===== src/sv/ordered_fifo_with_expiry_purge_defines.svh =====
// ----------------------------------------------------------------------------
// Ordered FIFO with expiry purge - assertion macros
// Clocked on clk and held off while rst_n is low; empty outside simulation.
// ----------------------------------------------------------------------------
`ifndef ORDERED_FIFO_WITH_EXPIRY_PURGE_DEFINES_SVH
`define ORDERED_FIFO_WITH_EXPIRY_PURGE_DEFINES_SVH

`ifndef SYNTHESIS

// Same-cycle property
`define OFP_ASSERT(lbl, prop) \
  lbl: assert property (@(posedge clk) disable iff (!rst_n) (prop)) \
    else $error("ofp assertion failed");

// Antecedent this cycle, consequent next cycle
`define OFP_ASSERT_NEXT(lbl, ante, cons) \
  lbl: assert property (@(posedge clk) disable iff (!rst_n) (ante) |=> (cons)) \
    else $error("ofp assertion failed");

`else

`define OFP_ASSERT(lbl, prop)
`define OFP_ASSERT_NEXT(lbl, ante, cons)

`endif

`endif


===== src/sv/ofp_pkg.sv =====
// ----------------------------------------------------------------------------
// ofp_pkg
// Shared constants, codes and controller/datapath interface types.
// ----------------------------------------------------------------------------
`default_nettype none

package ofp_pkg;

  localparam int DEPTH  = 64;
  localparam int KEY_W  = 32;
  localparam int PAY_W  = 64;
  localparam int PTR_W  = $clog2(DEPTH);
  localparam int ENTRY_W = KEY_W + PAY_W;

  typedef enum logic [1:0] {
    MODE_PUSH  = 2'd0,
    MODE_POP   = 2'd1,
    MODE_PEEK  = 2'd2,
    MODE_PURGE = 2'd3
  } mode_t;

  typedef enum logic [1:0] {
    ST_OK    = 2'd0,
    ST_FULL  = 2'd1,
    ST_EMPTY = 2'd2,
    ST_NONE  = 2'd3
  } status_t;

  // Source of the next result word
  typedef enum logic [1:0] {
    EMIT_NONE,
    EMIT_STATUS,
    EMIT_HEAD,
    EMIT_PEND
  } emit_t;

  typedef struct packed {
    logic    push;
    logic    advance;
    logic    capture;
    logic    load_thr;
    logic    use_thr;
    emit_t   emit;
    status_t status;
    logic    last;
  } cmd_t;

  typedef struct packed {
    logic empty;
    logic full;
    logic hit;
  } stat_t;

  // Circular pointer increment, valid for any depth
  function automatic logic [PTR_W-1:0] ptr_inc(input logic [PTR_W-1:0] p);
    logic [PTR_W-1:0] r;
    if (p == PTR_W'(DEPTH - 1)) begin
      r = '0;
    end else begin
      r = p + PTR_W'(1);
    end
    return r;
  endfunction

endpackage

`default_nettype wire


===== src/sv/ofp_ctrl.sv =====
// ----------------------------------------------------------------------------
// ofp_ctrl
// Controller: decodes requests and sequences the purge walk.
// ----------------------------------------------------------------------------
`default_nettype none

module ofp_ctrl (
  input  wire logic           clk,
  input  wire logic           rst_n,
  input  wire logic           start,
  input  wire logic [1:0]     in_mode,
  input  wire ofp_pkg::stat_t stat,
  output logic                busy,
  output ofp_pkg::cmd_t       cmd
);

  typedef enum logic {
    S_IDLE,
    S_PURGE
  } state_t;

  state_t state_r, state_nxt;

  // Decode request and purge step
  always_comb begin
    state_nxt    = state_r;
    cmd.push     = 1'b0;
    cmd.advance  = 1'b0;
    cmd.capture  = 1'b0;
    cmd.load_thr = 1'b0;
    cmd.use_thr  = 1'b0;
    cmd.emit     = ofp_pkg::EMIT_NONE;
    cmd.status   = ofp_pkg::ST_OK;
    cmd.last     = 1'b1;
    case (state_r)
      S_IDLE: begin
        if (start) begin
          case (ofp_pkg::mode_t'(in_mode))
            ofp_pkg::MODE_PUSH: begin
              cmd.emit = ofp_pkg::EMIT_STATUS;
              if (stat.full) begin
                cmd.status = ofp_pkg::ST_FULL;
              end else begin
                cmd.push = 1'b1;
              end
            end
            ofp_pkg::MODE_POP, ofp_pkg::MODE_PEEK: begin
              if (stat.empty) begin
                cmd.emit   = ofp_pkg::EMIT_STATUS;
                cmd.status = ofp_pkg::ST_EMPTY;
              end else begin
                cmd.emit    = ofp_pkg::EMIT_HEAD;
                cmd.advance = (ofp_pkg::mode_t'(in_mode) == ofp_pkg::MODE_POP);
              end
            end
            default: begin
              if (stat.empty) begin
                cmd.emit   = ofp_pkg::EMIT_STATUS;
                cmd.status = ofp_pkg::ST_EMPTY;
              end else if (!stat.hit) begin
                cmd.emit   = ofp_pkg::EMIT_STATUS;
                cmd.status = ofp_pkg::ST_NONE;
              end else begin
                // hold the first removed entry until its successor is known
                cmd.capture  = 1'b1;
                cmd.advance  = 1'b1;
                cmd.load_thr = 1'b1;
                state_nxt    = S_PURGE;
              end
            end
          endcase
        end
      end
      S_PURGE: begin
        cmd.use_thr = 1'b1;
        cmd.emit    = ofp_pkg::EMIT_PEND;
        if (stat.hit) begin
          cmd.last    = 1'b0;
          cmd.capture = 1'b1;
          cmd.advance = 1'b1;
        end else begin
          state_nxt = S_IDLE;
        end
      end
      default: begin
        state_nxt = S_IDLE;
      end
    endcase
  end

  // Hold state
  always_ff @(posedge clk) begin
    if (!rst_n) begin
      state_r <= S_IDLE;
    end else begin
      state_r <= state_nxt;
    end
  end

  assign busy = (state_r != S_IDLE);

endmodule

`default_nettype wire

===== config.mk =====
export PLATFORM = sky130hd
export DESIGN_NAME = ofp_ctrl
export DESIGN_NICKNAME = d
export VERILOG_FILES = /design/src/sv/ordered_fifo_with_expiry_purge_defines.svh /design/src/sv/ofp_pkg.sv /design/src/sv/ofp_ctrl.sv
export SDC_FILE = /design/constraint.sdc
export NUM_CORES = 1
export LEC_CHECK = 0
export BUFFER_PORTS_ARGS = -buffer_cell sky130_fd_sc_hd__buf_2
export CAP_MARGIN = 15
export CORE_AREA = 2 2 39 41
export CTS_CLUSTER_DIAMETER = 40
export DETAILED_ROUTE_END_ITERATION = 16
export DIE_AREA = 0 0 41 43
export PLACE_DENSITY = 0.49
export SETUP_SLACK_MARGIN = 0.15
export SYNTH_ARGS = -nofsm -noshare
export SYNTH_HDL_FRONTEND = slang
export SYNTH_SLANG_ARGS = --single-unit

===== constraint.sdc =====
create_clock -name clk -period 0.8 [get_ports clk]
set_input_delay 0.08 -clock clk [delete_from_list [all_inputs] [get_ports clk]]
set_output_delay 0.08 -clock clk [all_outputs]
set_load 0.005 [all_outputs]

==> results of run 1 <==
-- worst max-delay path: cells and delay by family --
kind                     cells  cell delay [ns]
AND/OR/NAND/NOR              1             0.07
AO/OA/AOI/OAI                2             0.33
buffers and inverters        3             0.28
adder cells (fa/ha/maj)      1             0.19
-- timing repair --
action / in CTS / in global routing
setup endpoints to repair: 9 / 10
pin swaps: 7 / 3
buffers inserted: 0 / 0
endpoints found under the hold margin: 0 / 0
resized for setup: 10 / 6
-- layout make-up --
cell class / instances / area share (%)
timing repair buffer: 27 / 36.0
inverter: 2 / 4.35
multi-input combinational: 24 / 51.2
sequential: 1 / 4.59
tap: 16 / 3.86
-- power by group --
part	switching [µW]	internal, µW
clock	0	0
sequential	1.43	48.8
combinational	90.5	122
-- final timing paths --
check                       start         endpoint  slack [ns]  cells after the start
setup / recovery       in_mode[0]           cmd[3]       -0.23                      7
hold / removal              rst_n  busy$_SDFF_PN0_        0.29                      2
setup reg to reg  busy$_SDFF_PN0_  busy$_SDFF_PN0_        0.09                      3
hold reg to reg   busy$_SDFF_PN0_  busy$_SDFF_PN0_        0.62                      3
-- cell families after synthesis --
| group | after synthesis | share of synthesized area, % |
|---|---|---|
| AND/OR/NAND/NOR | 14 | 41.8 |
| adder cells (fa/ha/maj) | 3 | 17.0 |
| buffers and inverters | 4 | 10.2 |
| flip-flops | 1 | 9.04 |
| AO/OA/AOI/OAI | 7 | 22.0 |
-- cell usage in the layout (no fill, tap or decap), types with 2 or more instances in the layout --
cell	Yosys	final
buf_2	0	16
nand2_4	0	2
ha_4	0	2
nand2b_4	1	2
nand2b_1	4	3
buf_4	2	8
-- per-layer routing --
metal  GRT usage (%)  vias up
li1                -      149
met1            10.5      127
met2            12.8        8
met3               0        0
met4               0        0
met5               0        -
-- metrics by stage --
step | total power (µW) | cell area, µm² | cells | setup TNS (ns) | worst slack (ns)
final | 263 | 518 | 70 | -0.949 | -0.226
after CTS | 253 | 485 | 70 | -0.969 | -0.230
after detailed placement | 234 | 452 | 70 | -1.97 | -0.371
after global routing | 284 | 518 | 70 | -1.28 | -0.281
after global placement | 233 | 452 | 70 | -1.95 | -0.365
after floorplan | 136 | 289 | 29 | -0.0306 | -0.0306
==> qor.txt, run 1 <==
Synth Flop Type: dfxtp_1
final worst slack: -0.226 ns
vias: 284
Pins Over Slew Limit: 0
critical path's largest stage delay: 0.25 ns
DRC errors left: 0
synthesized cell area: 221 µm²
Overall Global Routing Usage: 7.40%
Sequential Area: 23.8 µm²
top cells by area, synth: ha_1 (17%), nand2b_1 (11%), dfxtp_1 (9.0%)
met3 wire length: 44 µm
Cells after Synth: 29
final setup fails: 7
startpoint types: input port
status: complete, but fails checks
crit path max fanout: 3
number of enable flip-flop cells after synthesis: 0
hold buffer count at CTS: 0
port buffer count: 18
GPL Wtd Cong: 0.594
final-stage net count: 67
failing checks: setup timing
Leak Pwr: 0.000256 µW
critical-path cell list: buf_8 > inv_4 > ha_4 > a211o_1 > o211ai_1 > nand2b_1 > buf_2
HPWL reported at the end of detailed placement: 545 µm
initial cell density of the core: 16.0%
largest net degree at the start of global routing: 8
period utilisation layout: 128%
power per cell area: 508 nW/µm²
die height: 43 µm
fill cell count: 147
Avg Inst Size Synth: 7.64 µm²
Post-synth ARST share: 0%
Die Width: 41 µm
max reg flops: 1
later-pin clock latency in the skew report: 0 ns
met2 routed WL: 316 µm
WL final: 614 µm
sequential area share after synthesis: 9.04%
die area: 1760 µm²
Ant. Diodes: 0
Net Count, Synth: 40
synthesized flop and latch total: 1
highest metal used: met3
total congestion overflow: 0
layout cells sized above 1: 81.5%
Routed WL per cell: 8.77 µm
clk_skew: 0 ns
worst hold-check path type: in2reg
fin crit period: 1.03 ns
fmax: 974 MHz
leading area contributor after synthesis: ha_1
Hold Vio Cnt, Final: 0
cell with the most instances after synthesis: nand2b_1
crit path capture type: output port
# rows: 14
initial antenna violation count: 0
post-layout util: 37.4%
Yosys top cell area share: 16.9%
# IOs: 19
Max VDD drop: 0.215 mV
DR pass1 iterations: 4
DR vias/cell: 4.06
vias in the first global route: 237
Tightest Pin Transition: 0.221 ns
most frequent cells after synthesis: nand2b_1 (4), ha_1 (3), buf_4 (2), inv_1 (2), nand2_1 (2)
Crit-path slowest cell: a211o_1
CP required: 0.72 ns
DRT antenna net count: 0
Synth Warn #: 0
first-pass GRT wire length: 986 µm
Hold WS: 0.292 ns
area of the multi-input gates: 265 µm²
RSZ-0062 raised after global routing: true
Arr. time, crit path: 0.95 ns
clk slew on worst S/H paths: 0 ns
routed metal-1 wirelength: 253 µm
P&R area growth vs syn: 134%
core area: 1380 µm²
DR iter-0 viols: 2
Netlist cell types: 21
max_cap viols: 0
Slew headroom: 85.1%
critical path class: in2out
No activity file was read; power rests on OpenSTA's default activity.
==> inputs of run 2 (changes only) <==
--- a/config.mk
+++ b/config.mk
@@ -5,7 +5,7 @@
 export SDC_FILE = /design/constraint.sdc
 export NUM_CORES = 1
 export LEC_CHECK = 0
-export BUFFER_PORTS_ARGS = -buffer_cell sky130_fd_sc_hd__buf_2
+export BUFFER_PORTS_ARGS = -buffer_cell sky130_fd_sc_hd__buf_4
 export CAP_MARGIN = 15
 export CORE_AREA = 2 2 39 41
 export CTS_CLUSTER_DIAMETER = 40
==> run 2 against run 1 <==
  * The run still ends with setup timing left
  * Power up 11%
  * Core utilization up 6.4 points
  * Register-to-register slack worse by 0.13 ns
  * Largest power group unchanged
  * Clock skew unchanged
  * Die area unchanged
==> qor.txt, run 2 (synthesis gave the netlist of run 1 again) <==
port buffer count: 18 (unchanged)
max reg flops: 1 (unchanged)
Hold WS: 0.308 ns (was 0.292 ns)
power per cell area: 480 nW/µm² (was 508 nW/µm²)
Tightest Pin Transition: 0.256 ns (was 0.221 ns)
design area: 607 µm² (was 518 µm²)
vias: 303 (was 284)
status: complete, but fails checks (unchanged)
WL final: 713 µm (was 614 µm)
CP required: 0.72 ns (about the same)
clk_skew: 0 ns (unchanged)
Post-DP Area: 519 µm² (was 452 µm²)
fill cell count: 142 (was 147)
Routed WL per cell: 9.77 µm (was 8.77 µm)
fin crit period: 1.05 ns (was 1.03 ns)
Slew headroom: 82.7% (was 85.1%)
initial cell density of the core: 16.0% (unchanged)
later-pin clock latency in the skew report: 0 ns (about the same)
Ant. Diodes: 0 (unchanged)
# IOs: 19 (unchanged)
DR pass1 iterations: 3 (was 4)
commonest cells after routing, fill and taps aside: buf_4 (20), buf_6 (8), nand2b_1 (3), ha_4 (3) (was buf_2 (16), buf_4 (8), nand2b_1 (3))
vias in the first global route: 275 (was 237)
failing checks: setup timing (unchanged)
fmax: 952 MHz (was 974 MHz)
hold buffer count at CTS: 0 (unchanged)
die height: 43 µm (unchanged)
Setup crit start: in_mode[0] (unchanged)
core area: 1380 µm² (unchanged)
worst hold-check path type: in2reg (unchanged)
R2R depth: 4 (was 3)
most frequent standard cell in the layout excluding fill and tap cells: buf_4 (was buf_2)
RSZ-0062 raised after global routing: true (unchanged)
Die Width: 41 µm (unchanged)
R2R Setup Slk: -0.04 ns (was 0.09 ns)
crit path max fanout: 3 (unchanged)
crit path capture type: output port (unchanged)
Sequential Area: 23.8 µm² (unchanged)
GPL Wtd Cong: 0.576 (was 0.594)
critical path's largest stage delay: 0.26 ns (was 0.25 ns)
Leak Pwr: 0.000287 µW (was 0.000256 µW)
critical-path cell list: buf_8 > inv_4 > ha_4 > a211o_1 > o211ai_1 > nand2b_1 > buf_4 (was buf_8 > inv_4 > ha_4 > a211o_1 > o211ai_1 > nand2b_1 > buf_2)
clk slew on worst S/H paths: 0 ns (about the same)
worst r2r src: busy$_SDFF_PN0_ (unchanged)
Pwr Total: 291 µW (was 263 µW)
largest net degree at the start of global routing: 7 (was 8)
area of the multi-input gates: 265 µm² (unchanged)
crit path to: cmd[3] (unchanged)
P&R area growth vs syn: 174% (was 134%)
reg2reg end: busy$_SDFF_PN0_ (unchanged)
max_cap viols: 0 (unchanged)
Crit-path slowest cell: a211o_1 (unchanged)
DR vias/cell: 4.15 (was 4.06)
final-stage net count: 70 (was 67)
DR iter-0 viols: 4 (was 2)
first-pass GRT wire length: 1.07 mm (was 986 µm)
period utilisation layout: 131% (was 128%)
final worst slack: -0.250 ns (was -0.226 ns)
layout cells sized above 1: 84.2% (was 81.5%)
initial antenna violation count: 0 (unchanged)
DRC errors left: 0 (unchanged)
Arr. time, crit path: 0.97 ns (was 0.95 ns)
HPWL reported at the end of detailed placement: 597 µm (was 545 µm)
Hold Vio Cnt, Final: 0 (unchanged)
Pins Over Slew Limit: 0 (unchanged)
startpoint types: input port (unchanged)
Overall Global Routing Usage: 8.00% (was 7.40%)
total congestion overflow: 0 (unchanged)
die area: 1760 µm² (unchanged)
DRT antenna net count: 0 (unchanged)
Max VDD drop: 0.222 mV (was 0.215 mV)
final setup fails: 9 (was 7)
# rows: 14 (unchanged)
critical path class: in2out (unchanged)
## run 2: how the worst min path moves through the flow
stage	start	endpoint	cells past startpoint
2_1_floorplan	stat[1]	cmd[9]	1
3_3_place_gp	rst_n	busy$_SDFF_PN0_	2
3_5_place_dp	rst_n	busy$_SDFF_PN0_	2
4_1_cts	rst_n	busy$_SDFF_PN0_	2
5_1_grt	rst_n	busy$_SDFF_PN0_	2
6_report	rst_n	busy$_SDFF_PN0_	2
## run 2: critical path, delay by kind of cell
family / cells / cell delay (ns)
fa+ha+maj: 1 / 0.19
compound gates: 2 / 0.34
buf+inv: 3 / 0.29
simple gates: 1 / 0.07
## run 2: where the power goes
group          total, µW  internal, µW  leakage (µW)  switching [µW]
sequential          50.2          48.8    0.00000887            1.39
combinational        241           146      0.000278            95.1
clock                  0             0             0               0
## run 2: through the flow
stage,worst slack (ns),std cells,util [%],setup TNS (ns)
CTS,-0.251,73,41.3,-1.18
global placement,-0.348,73,37.5,-1.73
global route,-0.287,73,43.9,-1.49
floorplan,-0.0306,29,-,-0.0306
finish,-0.250,73,43.9,-1.17
detailed placement,-0.343,73,37.5,-1.73
## run 2: timing repair
action / 4_1_cts / 5_1_grt
buffers inserted: 0 / 0
endpoints found under the setup margin: 12 / 10
pin swaps: 8 / 4
resized for setup: 14 / 7
## run 2: final cells by class
class                           instances  area share [%]
Timing Repair Buffer                   30            45.4
Multi-Input combinational cell         24            43.7
Sequential cell                         1            3.92
Inverter                                2            3.71
Tap cell                               16            3.30
## run 2: metal layers
| metal | track usage, % | up-vias | share of wire, % |
|---|---|---|---|
| met4 | 0 | 0 | 0 |
| li1 | - | 158 | - |
| met1 | 11.4 | 137 | 38 |
| met3 | 0 | 0 | 5.9 |
| met5 | 0 | - | 0 |
| met2 | 13.8 | 8 | 56 |
